===== src/hw/rtl/bra_pkg.sv =====
// Shared types and constants for the bitmap run allocator.
`timescale 1ns / 1ps
`default_nettype none

package bra_pkg;

    // Store size and register reset value
    localparam int          MAP_BYTES_DEF = 128;
    localparam logic [7:0]  CFG_RESET     = 8'd128;

    // Operation codes
    typedef enum logic [1:0] {
        OP_TEST  = 2'd0,
        OP_SCAN  = 2'd1,
        OP_SET   = 2'd2,
        OP_CLEAR = 2'd3
    } bra_op_t;

    // Input item
    typedef struct packed {
        bra_op_t     op;
        logic [9:0]  bit_index;
        logic        set_value;
        logic [10:0] run_length;
    } bra_in_t;

    // Result item
    typedef struct packed {
        logic        bit_is_set;
        logic        found;
        logic [9:0]  run_start;
    } bra_out_t;

    // Run unit control from the sequencer
    typedef struct packed {
        logic clear;
        logic step;
    } bra_run_ctl_t;

    // Run unit answer for the byte on hand
    typedef struct packed {
        logic       hit;
        logic [9:0] start;
    } bra_run_res_t;

endpackage

`default_nettype wire


===== src/hw/rtl/bra_ram.sv =====
// Generic single-port-write, single-port-read RAM with registered read data.
`timescale 1ns / 1ps
`default_nettype none

module bra_ram #(
    parameter int WIDTH = 8,
    parameter int DEPTH = 128,
    parameter int AW    = (DEPTH > 1) ? $clog2(DEPTH) : 1
) (
    input  wire logic             aclk,
    input  wire logic             we,
    input  wire logic [AW-1:0]    waddr,
    input  wire logic [WIDTH-1:0] wdata,
    input  wire logic [AW-1:0]    raddr,
    output logic      [WIDTH-1:0] rdata
);

    logic [WIDTH-1:0] mem_reg [DEPTH];
    logic [WIDTH-1:0] rdata_reg;

    // Write port and registered read port
    always_ff @(posedge aclk) begin
        if (we) begin
            mem_reg[waddr] <= wdata;
        end
        rdata_reg <= mem_reg[raddr];
    end

    assign rdata = rdata_reg;

endmodule

`default_nettype wire


===== src/hw/rtl/bra_run_unit.sv =====
// Free-run counter: walks the eight bits of one map byte per step.
`timescale 1ns / 1ps
`default_nettype none

module bra_run_unit #(
    parameter int AW = 7
) (
    input  wire logic                  aclk,
    input  wire bra_pkg::bra_run_ctl_t ctl,
    input  wire logic [7:0]            map_byte,
    input  wire logic [AW-1:0]         byte_addr,
    input  wire logic [10:0]           run_length,
    output bra_pkg::bra_run_res_t      res
);

    import bra_pkg::*;

    // Wide enough for a bit position and for the run length
    localparam int SW = ((AW + 3 > 11) ? AW + 3 : 11) + 1;

    logic [10:0]   run_reg;
    logic [10:0]   run_next;
    logic [10:0]   run_w;
    logic          hit_w;
    logic [SW-1:0] start_w;

    // Count zero bits, least significant first, and stop at the first full run
    always_comb begin
        run_w   = run_reg;
        hit_w   = 1'b0;
        start_w = '0;
        for (int b = 0; b < 8; b++) begin
            if (!hit_w) begin
                if (map_byte[b]) begin
                    run_w = '0;
                end else begin
                    run_w = run_w + 11'd1;
                end
                if (run_w == run_length) begin
                    hit_w   = 1'b1;
                    start_w = SW'({byte_addr, 3'(b)}) + SW'(1) - SW'(run_length);
                end
            end
        end
    end

    // Hold the count across bytes; restart for a new scan
    always_comb begin
        run_next = run_reg;
        if (ctl.clear) begin
            run_next = '0;
        end else if (ctl.step) begin
            run_next = run_w;
        end
    end

    always_ff @(posedge aclk) begin
        run_reg <= run_next;
    end

    assign res.hit   = hit_w;
    assign res.start = start_w[9:0];

endmodule

`default_nettype wire


===== src/hw/rtl/bitmap_run_allocator_top.sv =====
// Top level of the bitmap run allocator: sequencer, map store and run unit.
//
//  channel | ports                          | carries
//  --------+--------------------------------+----------------------------------
//  input   | s_valid, s_ready, s_data       | op, bit_index, set_value, run_length
//  result  | m_valid, m_ready, m_data       | bit_is_set, found, run_start
//  config  | cfg_valid, cfg_ready, cfg_wdata| bytes_in_use
//
// A test or set steps through read, modify/write and respond states.
// A scan walks the map bytes from byte 0 until the run is found or the last byte in use
// (capped at MAP_BYTES) is done; the run unit takes one map byte per cycle.
// Index outside the bits in use, zero run length or no bytes in use: straight to respond.
// A clear-all sweeps the store at one byte per cycle, then responds.
// After reset the same sweep runs with s_ready low.
// One item is in work at a time; the next is taken while a result waits on m_data.
`timescale 1ns / 1ps
`default_nettype none

module bitmap_run_allocator_top #(
    parameter int MAP_BYTES = bra_pkg::MAP_BYTES_DEF
) (
    input  wire logic             aclk,
    input  wire logic             aresetn,
    input  wire logic             s_valid,
    output logic                  s_ready,
    input  wire bra_pkg::bra_in_t s_data,
    output logic                  m_valid,
    input  wire logic             m_ready,
    output bra_pkg::bra_out_t     m_data,
    input  wire logic             cfg_valid,
    output logic                  cfg_ready,
    input  wire logic [7:0]       cfg_wdata
);

    import bra_pkg::*;

    localparam int AW   = (MAP_BYTES > 1) ? $clog2(MAP_BYTES) : 1;
    localparam int IW   = AW + 7;
    localparam int CW   = $clog2(MAP_BYTES + 256) + 1;
    localparam int LAST = MAP_BYTES - 1;

    typedef enum logic [2:0] {
        ST_CLEAR,
        ST_IDLE,
        ST_RMW_RD,
        ST_RMW,
        ST_SCAN_RD,
        ST_SCAN,
        ST_RESP
    } state_t;

    state_t        state_reg, state_next;
    logic [7:0]    cfg_reg, cfg_next;
    logic [AW-1:0] addr_reg, addr_next;
    logic          clr_op_reg, clr_op_next;
    bra_in_t       req_reg, req_next;
    bra_out_t      res_reg, res_next;
    logic          m_valid_reg, m_valid_next;
    bra_out_t      m_data_reg, m_data_next;

    logic          ram_we;
    logic [AW-1:0] ram_raddr;
    logic [7:0]    ram_wdata;
    logic [7:0]    ram_rdata;

    logic [CW-1:0] cfg_w;
    logic [CW-1:0] eff_bytes;
    logic [IW-1:0] idx_byte_w;
    logic          idx_in_range;
    logic          bit_w;
    logic [7:0]    set_byte;
    logic          scan_last;

    bra_run_ctl_t  run_ctl;
    bra_run_res_t  run_res;

    // Managed bytes, capped at the store size
    assign cfg_w     = CW'(cfg_reg);
    assign eff_bytes = (cfg_w > CW'(MAP_BYTES)) ? CW'(MAP_BYTES) : cfg_w;

    // Byte of the addressed bit and its range check
    assign idx_byte_w   = IW'(s_data.bit_index[9:3]);
    assign idx_in_range = CW'(s_data.bit_index[9:3]) < eff_bytes;

    // Read-modify-write data
    assign bit_w    = ram_rdata[req_reg.bit_index[2:0]];
    always_comb begin
        set_byte = ram_rdata;
        set_byte[req_reg.bit_index[2:0]] = req_reg.set_value;
    end

    assign scan_last = CW'(addr_reg) == (eff_bytes - CW'(1));

    // Store port control
    assign ram_we    = (state_reg == ST_CLEAR) ||
                       ((state_reg == ST_RMW) && (req_reg.op == OP_SET));
    assign ram_wdata = (state_reg == ST_CLEAR) ? 8'h00 : set_byte;
    assign ram_raddr = (state_reg == ST_SCAN) ? addr_reg + AW'(1) : addr_reg;

    assign run_ctl.clear = (state_reg == ST_SCAN_RD);
    assign run_ctl.step  = (state_reg == ST_SCAN);

    bra_ram #(
        .WIDTH (8),
        .DEPTH (MAP_BYTES),
        .AW    (AW)
    ) u_map (
        .aclk  (aclk),
        .we    (ram_we),
        .waddr (addr_reg),
        .wdata (ram_wdata),
        .raddr (ram_raddr),
        .rdata (ram_rdata)
    );

    bra_run_unit #(
        .AW (AW)
    ) u_run (
        .aclk       (aclk),
        .ctl        (run_ctl),
        .map_byte   (ram_rdata),
        .byte_addr  (addr_reg),
        .run_length (req_reg.run_length),
        .res        (run_res)
    );

    // Sequencer next state
    always_comb begin
        state_next   = state_reg;
        cfg_next     = cfg_reg;
        addr_next    = addr_reg;
        clr_op_next  = clr_op_reg;
        req_next     = req_reg;
        res_next     = res_reg;
        m_valid_next = m_valid_reg;
        m_data_next  = m_data_reg;

        if (cfg_valid) begin
            cfg_next = cfg_wdata;
        end

        // Drop the result once transferred
        if (m_valid_reg && m_ready) begin
            m_valid_next = 1'b0;
        end

        case (state_reg)
            ST_CLEAR: begin
                if (addr_reg == AW'(LAST)) begin
                    addr_next  = '0;
                    state_next = clr_op_reg ? ST_RESP : ST_IDLE;
                end else begin
                    addr_next = addr_reg + AW'(1);
                end
            end
            ST_IDLE: begin
                if (s_valid) begin
                    req_next = s_data;
                    res_next = '0;
                    case (s_data.op)
                        OP_TEST, OP_SET: begin
                            addr_next  = idx_byte_w[AW-1:0];
                            state_next = idx_in_range ? ST_RMW_RD : ST_RESP;
                        end
                        OP_SCAN: begin
                            addr_next = '0;
                            if ((s_data.run_length == 11'd0) || (eff_bytes == CW'(0))) begin
                                state_next = ST_RESP;
                            end else begin
                                state_next = ST_SCAN_RD;
                            end
                        end
                        OP_CLEAR: begin
                            addr_next   = '0;
                            clr_op_next = 1'b1;
                            state_next  = ST_CLEAR;
                        end
                        default: begin
                            state_next = ST_RESP;
                        end
                    endcase
                end
            end
            ST_RMW_RD: begin
                state_next = ST_RMW;
            end
            ST_RMW: begin
                if (req_reg.op == OP_TEST) begin
                    res_next.bit_is_set = bit_w;
                end
                state_next = ST_RESP;
            end
            ST_SCAN_RD: begin
                state_next = ST_SCAN;
            end
            ST_SCAN: begin
                if (run_res.hit) begin
                    res_next.found     = 1'b1;
                    res_next.run_start = run_res.start;
                    state_next         = ST_RESP;
                end else if (scan_last) begin
                    state_next = ST_RESP;
                end else begin
                    addr_next = addr_reg + AW'(1);
                end
            end
            ST_RESP: begin
                // Hold until the output register is free
                if (!m_valid_reg || m_ready) begin
                    m_valid_next = 1'b1;
                    m_data_next  = res_reg;
                    clr_op_next  = 1'b0;
                    state_next   = ST_IDLE;
                end
            end
            default: begin
                state_next = ST_IDLE;
            end
        endcase
    end

    // State and registered outputs
    always_ff @(posedge aclk) begin
        if (!aresetn) begin
            state_reg   <= ST_CLEAR;
            cfg_reg     <= CFG_RESET;
            addr_reg    <= '0;
            clr_op_reg  <= 1'b0;
            m_valid_reg <= 1'b0;
        end else begin
            state_reg   <= state_next;
            cfg_reg     <= cfg_next;
            addr_reg    <= addr_next;
            clr_op_reg  <= clr_op_next;
            m_valid_reg <= m_valid_next;
        end
        req_reg    <= req_next;
        res_reg    <= res_next;
        m_data_reg <= m_data_next;
    end

    assign s_ready   = (state_reg == ST_IDLE);
    assign cfg_ready = 1'b1;
    assign m_valid   = m_valid_reg;
    assign m_data    = m_data_reg;

endmodule

`default_nettype wire


===== config.mk =====
export PLATFORM = sky130hd
export DESIGN_NAME = bitmap_run_allocator_top
export DESIGN_NICKNAME = d
export VERILOG_FILES = /design/src/hw/rtl/bra_pkg.sv /design/src/hw/rtl/bra_ram.sv /design/src/hw/rtl/bra_run_unit.sv /design/src/hw/rtl/bitmap_run_allocator_top.sv
export SDC_FILE = /design/constraint.sdc
export NUM_CORES = 2
export LEC_CHECK = 0
export ABC_AREA = 1
export CORE_AREA = 2 2 334 336
export CTS_BUF_LIST = sky130_fd_sc_hd__clkbuf_16
export CTS_CLUSTER_SIZE = 14
export DETAILED_ROUTE_END_ITERATION = 6
export DIE_AREA = 0 0 336 338
export DONT_BUFFER_PORTS = 1
export GPL_TIMING_DRIVEN = 0
export PLACE_DENSITY = 0.62
export SLEW_MARGIN = 25
export SYNTH_ARGS = -nofsm -noshare
export SYNTH_HDL_FRONTEND = slang
export SYNTH_HIERARCHICAL = 1
export SYNTH_SLANG_ARGS = --single-unit

===== constraint.sdc =====
create_clock -name aclk -period 11.5 [get_ports aclk]
set_input_delay 0 -clock aclk [delete_from_list [all_inputs] [get_ports aclk]]
set_output_delay 0 -clock aclk [all_outputs]
set_load 0.01 [all_outputs]

=== Word level (Yosys, flattened, before mapping) ===
Memory sizes are Yosys's and may differ from the RTL's. A register that Yosys moved wholly into a read port is not among the register bits.
Cells that the tools add are included.

* Reductions and logical operators: 25
* Order comparisons: 4
* Equality and inequality tests: 29
* Mux-type cells: 90
* Multipliers: 0
* Shifts and indexed selects: 0
* Bitwise gates (word level): 0
* Divide/modulo/power cells: 0
* Add/sub/neg operators: 26

{| class="wikitable"
|+ Operators by type and width
! operator !! number
|-
| $mux W11 || 23
|-
| $mux W10 || 15
|-
| $add A11 B1 Y11 const B || 8
|-
| $eq A11 B11 Y1 || 8
|-
| $add A10 B1 Y10 const B || 8
|-
| $sub A10 B10 Y10 || 8
|-
| $mux W7 || 5
|-
| $mux W1 || 26
|-
| $pmux W11 S2 || 1
|-
| $mux W3 || 7
|-
| $pmux W3 S7 || 1
|-
| $pmux W7 S3 || 1
|-
| $mux W8 || 2
|-
| $pmux W7 S2 || 1
|-
| $mux W12 || 1
|-
| $reduce_and A4 Y1 || 3
|-
| $logic_not A11 Y1 || 1
|-
| $eq A7 B10 Y1 || 1
|-
| $logic_not A10 Y1 || 1
|-
| $eq A3 B3 Y1 const B || 3
|-
| $pmux W3 S3 || 1
|-
| $sub A8 B1 Y9 const B || 1
|-
| $bwmux W8 || 1
|-
| $gt A8 B8 Y1 const B || 1
|-
| other kinds (26) || 46
|}

* Logic and storage cells: 191
* Memory bits (writable): 1024
* Memory bits (read-only): 0
* Bits in latches: 0
* Input port bits: 37
* Memories kept: 1
* Register bits: 72
* Output and inout bits: 15

{| class="wikitable"
|+ Memories
! memory !! depth !! width !! read ports !! clocked after Yosys merged registers in !! wr ports !! RTL line !! RTL
|-
| u_map.mem_reg || 128 || 8 || 1 || 1 || 1 || bra_ram.sv:18 || <nowiki>logic [WIDTH-1:0] mem_reg [DEPTH];</nowiki>
|}

=== Longest topological paths before layout ===
* Depth after elaboration: 34
* Mapped depth: 73

=== Hierarchy ===
The synthesis kept the hierarchy.

{| class="wikitable"
|+ By module, submodules not included
! module !! cells an instance !! seq. area each (µm²) !! times used !! area each (µm²)
|-
| bra_ram || 3575 || 30909.6 || 1 || 42104.1
|-
| bra_run_unit || 1719 || 220.2 || 1 || 9026.2
|-
| bitmap_run_allocator_top || 405 || 1631.6 || 1 || 3321.9
|}

=== Worst setup path before layout ===
No wires, ideal clock.

* Path type: register to register
* Start: register u_run.run_reg[0]
* End: register res_reg[0] in the netlist's numbering (enable)
* Cell stages (with the launch flop): 63
* Arrival time: 7.012 ns
* Path slack: 4.143 ns
* Cells stage by stage: dfxtp_1 ha_1 nand2_2 nor2_2 nand2_1 nand2_1 nand3_2 nand2_1 nand2_1 inv_2 nand2_2 nor2_8 nand2_4 nand2_1 nand2_2 ha_1 nand2_1 xor2_1 [... 27 more ...] nand2_1 nand2_2 ha_1 inv_1 nor2_2 nand2_1 nand2_1 nand3_2 nand2_1 nand2_1 nor2_1 nand2_1 nor2_1 nand2_1 nand2_1 buf_4 nand2_1 nand2_1

* Word-level cells in the longest chain between the ends: 34
* Elaborated cells between the ends (all ways): 54

{| class="wikitable"
|+ RTL lines
! item !! RTL line !! RTL
|-
| start, declared || bra_run_unit.sv:21 || <nowiki>logic [10:0] run_reg;</nowiki>
|-
| start signal, assigned || bra_run_unit.sv:58 || <nowiki>run_reg <= run_next;</nowiki>
|-
| $add A11 B1 Y11 (*) || bra_run_unit.sv:37 || <nowiki>run_w = run_w + 11'd1;</nowiki>
|-
| $mux W11 (*) || bra_run_unit.sv:34 || <nowiki>if (map_byte[b]) begin</nowiki>
|-
| $add A11 B1 Y11 || bra_run_unit.sv:37 ||
|-
| $mux W11 || bra_run_unit.sv:34 ||
|-
| $mux W11 (2 in series) || bra_run_unit.sv:33 || <nowiki>if (!hit_w) begin</nowiki>
|-
| $add A11 B1 Y11 || bra_run_unit.sv:37 ||
|-
| $mux W11 || bra_run_unit.sv:34 ||
|-
| $mux W11 (2 in series) || bra_run_unit.sv:33 ||
|-
| [... 17 more ...] || - ||
|-
| $mux W11 || bra_run_unit.sv:34 ||
|-
| $mux W11 || bra_run_unit.sv:33 ||
|-
| $eq A11 B11 Y1 || bra_run_unit.sv:39 || <nowiki>if (run_w == run_length) begin</nowiki>
|-
| $mux W1 || bra_run_unit.sv:39 ||
|-
| $mux W1 (*) || bra_run_unit.sv:33 ||
|-
| named net u_run.hit_w || bra_run_unit.sv:24 || <nowiki>logic hit_w;</nowiki>
|-
| $ne A2 B1 Y1 (no source line) (*) || - ||
|-
| $reduce_and A3 Y1 (no source line) (*) || - ||
|-
| end signal, assigned || bitmap_run_allocator_top.sv:238 || <nowiki>res_reg <= res_next;</nowiki>
|-
| end, declared || bitmap_run_allocator_top.sv:57 || <nowiki>bra_out_t res_reg, res_next;</nowiki>
|}

The timed path passes the listed nets; every way through them passes the cells marked *. The select of a mux whose other input is x is not followed.
A chain may end at the register's enable or synchronous reset.

=== Final worst setup path ===
* Start: register req_reg[5] in the netlist's numbering
* End: register addr_reg[0]

* Word-level cells in the longest chain between the ends: 31
* Elaborated cells between the ends (all ways): 49

{| class="wikitable"
|+ RTL lines
! item !! RTL line !! RTL
|-
| start, declared || bitmap_run_allocator_top.sv:56 || <nowiki>bra_in_t req_reg, req_next;</nowiki>
|-
| start signal, assigned || bitmap_run_allocator_top.sv:237 || <nowiki>req_reg <= req_next;</nowiki>
|-
| $eq A11 B11 Y1 || bra_run_unit.sv:39 ||
|-
| $mux W1 || bra_run_unit.sv:39 ||
|-
| $mux W11 || bra_run_unit.sv:33 ||
|-
| $add A11 B1 Y11 || bra_run_unit.sv:37 ||
|-
| $mux W11 || bra_run_unit.sv:34 ||
|-
| $mux W11 (2 in series) || bra_run_unit.sv:33 ||
|-
| $add A11 B1 Y11 || bra_run_unit.sv:37 ||
|-
| $mux W11 || bra_run_unit.sv:34 ||
|-
| [... 15 more ...] || - ||
|-
| $mux W11 || bra_run_unit.sv:34 ||
|-
| $mux W11 || bra_run_unit.sv:33 ||
|-
| $eq A11 B11 Y1 || bra_run_unit.sv:39 ||
|-
| $mux W1 || bra_run_unit.sv:39 ||
|-
| $mux W1 (*) || bra_run_unit.sv:33 ||
|-
| named net u_run.hit_w || bra_run_unit.sv:24 ||
|-
| $ne A2 B2 Y1 (no source line) (*) || - ||
|-
| $reduce_and A4 Y1 (no source line) (*) || - ||
|-
| end signal, assigned || bitmap_run_allocator_top.sv:233 || <nowiki>addr_reg <= addr_next;</nowiki>
|-
| end, declared || bitmap_run_allocator_top.sv:54 || <nowiki>logic [AW-1:0] addr_reg, addr_next;</nowiki>
|}

Marked as above.

==> qor.yml <==
status: "finished with violations"
violations: "DRC"
finish.net_count: 6011
finalNonFillerCells: 7508
cap_viol_max_count: 0
clockRootBuffer: "clkbuf_16"
leakagePower_nw: 23.8
io_pins: 52
internal_power_mw: 9.25
route.met3.wl_mm: 17.9
synthArstFlopShare_pct: 0
synth_flop_cell: "edfxtp_1"
avgSynthCellArea_um2: 9.55
routed_via_density: 5.81
holdPathStages: 1
synth_edf_count: 1065
pwr-share-seq_pct: 33.7
start_util_pct: 49.5
crit_top_cell: "nand2_1"
post_cts_buffers: 0
max_freq_ghz: 0.0979
die_w_um: 336
grt_pass1_vias: 39900
slew_violations: 0
grt_pass1_wl_mm: 264
dr_wl_met2_mm: 83.9
remaining_drc_errors: 7
largest_register_ffs: 1024
antenna_found_initial: 2
fin_skew_ps: 31.6
num_rows: 122
worstMarginPinSlew_ps: 1210
ys_seq_area_share_pct: 60.2
antenna_cells: 0
drtIter0Drc: 5536
critPathMaxFanout: 10
ys_seq_elements: 1104
powerDensity_nw_per_um2: 258
drive_above_1_share_pct: 11.0
core_um2: 110000
hold_class: "input pin to register"
cts.reportedPaths.clkPinSlew_ps: 70
crit_slowest_cell: "clkbuf_1"
critPathLaunchType: "register"
tns_ps: 0
post-route-util_pct: 56.3
min_period_ps: 10210
io_buffers: 0
numCtsBuffers: 108
synth_area_um2: 54500
drtPass1Iterations: 7
finalCritPeriodShare_pct: 88.8
ir_drop_v: 0.000175
overflow: 0
maxSlewHeadroom_pct: 19.5
p_sw_mw: 6.71
dr.max_layer_used: "met4"
area_growth_pct: 13.8
met1_length_mm: 72.7
switching_share_pct: 42.1
fillers: 9494
antenna_left: 0
cts_tree: "built"
end_kind: "register"
synth_cell_types: 61
p_comb_share_pct: 44.5
design.die.area_um2: 114000
postCtsHoldBufs: 68
hold_viol_final: 0
grt_max_degree: 29
reg2regPathDepth: 58
yosysWarningCount: 6
h-tree-depth: 3
drt-total-wl_mm: 183
rsz0062_at_grt: "no"
vias: 43700
place_hpwl_mm: 134
dp.cells: 7238
synthCells: 5699
p_total_mw: 16.0
clockBufferDepth: 3
wire_per_inst_um: 24.4
power_frac_clock_pct: 21.8
track_usage_pct: 31.9
cts.sinks: 1104
gp_congestion: 0.981
clk_latency_ps: 700
cp.arrival_ps: 10810
synth_fp_nets: 5781
dieHeight_um: 338
cts_resized: 0
worstPathRequired_ps: 12090
crit_type: "register to register"
cp_slowest_stage_delay_ps: 760
setup_viol: 0
[power groups by stage]
stage	Combinational, mW	Clock, mW	Sequential [mW]
floorplan	3.77	0	5.54
global placement	6.08	0	5.87
detailed placement	6.86	0	5.45
CTS	6.91	3.50	5.37
global route	7.52	3.66	5.38
finish	7.11	3.48	5.37
[synthesized netlist by cell type, drive strengths merged, types with 59 or more instances]
master,n,area (µm²)
edfxtp,1065,32000
nand2,1933,7520
xor2,63,552
clkbuf,64,240
nand3,1176,6100
buf,228,1430
inv,276,1050
nor2,415,1810
a21oi,59,325
nand4,80,515
o21ai,136,711
[critical path, delay by kind of cell, from the launching register on]
family          cells  cell delay, ps
simple gates       44            5690
buf+inv             6            2050
compound gates      5            1280
fa+ha+maj           2             510
flops               1             420
xor+xnor            1             150
[final timing paths]
| check | endpoint | start | slack, ps |
|---|---|---|---|
| worst max-delay path | addr_reg[0] | req_reg[5] | 1290 |
| worst min-delay path | req_reg[23] | s_data[23] | 70 |
| worst min register to register | m_data[9] | res_reg[9] | 420 |
| worst max register to register | addr_reg[0] | req_reg[5] | 1290 |
[final cells by class]
type,count,area [µm²],share of cell area [%]
Inverter,283,1070,1.73
Buffer,292,1680,2.71
Tap cell,1488,1860,3.01
Clock inverter,92,748,1.21
Timing Repair Buffer,120,1990,3.22
Sequential cell,1104,32800,52.9
Clock buffer,109,2730,4.40
Multi-Input combinational cell,4020,19100,30.8
[metal layers]
| layer | up-vias | global-route usage, % |
|---|---|---|
| li1 | 20100 | - |
| met2 | 2274 | 50.9 |
| met3 | 420 | 5.52 |
| met1 | 20900 | 43.0 |
| met5 | - | 0 |
| met4 | 0 | 13.9 |
[cells by family (layout without fill, tap and decap cells)]
kind of cell               Yosys count  in the layout  synth area share, %
buffers and inverters              575            896                 5.03
DFF                               1104           1104                 60.2
adders and majority gates           45             45                 1.12
AOI/OAI and AO/OA                  251            251                 2.72
muxes                                1              1               0.0184
and+or+nand+nor                   3655           3655                 29.9
other                                1              1              0.00689
xor gates and xnor gates            67             67                 1.08
[placed cells by master (no fill, tap or decap), drive strengths merged, types with 12 or more instances in the layout]
cell | Yosys | layout
nand2 | 1933 | 1933
nand3 | 1176 | 1176
edfxtp | 1065 | 1065
nor2 | 415 | 415
inv | 276 | 301
buf | 228 | 280
clkbuf | 64 | 173
o21ai | 136 | 136
nand4 | 80 | 80
dlygate4sd3 | 0 | 68
xor2 | 63 | 63
a21oi | 59 | 59
clkinv | 7 | 56
ha | 39 | 39
dfxtp | 39 | 39
nor3 | 26 | 26
nand3b | 16 | 16
o211ai | 12 | 12
[metrics by stage]
stage	hold WS (ps)	area, µm²	setup WS, ps
final	72.6	61900	1290
after floorplan	98.9	54500	4140
after global placement	98.9	56300	-17.3
after CTS	23.2	61900	1450
after global routing	36.9	61900	484
after detailed placement	98.9	57800	1930
Note: power is estimated with default switching activity, not from simulation.
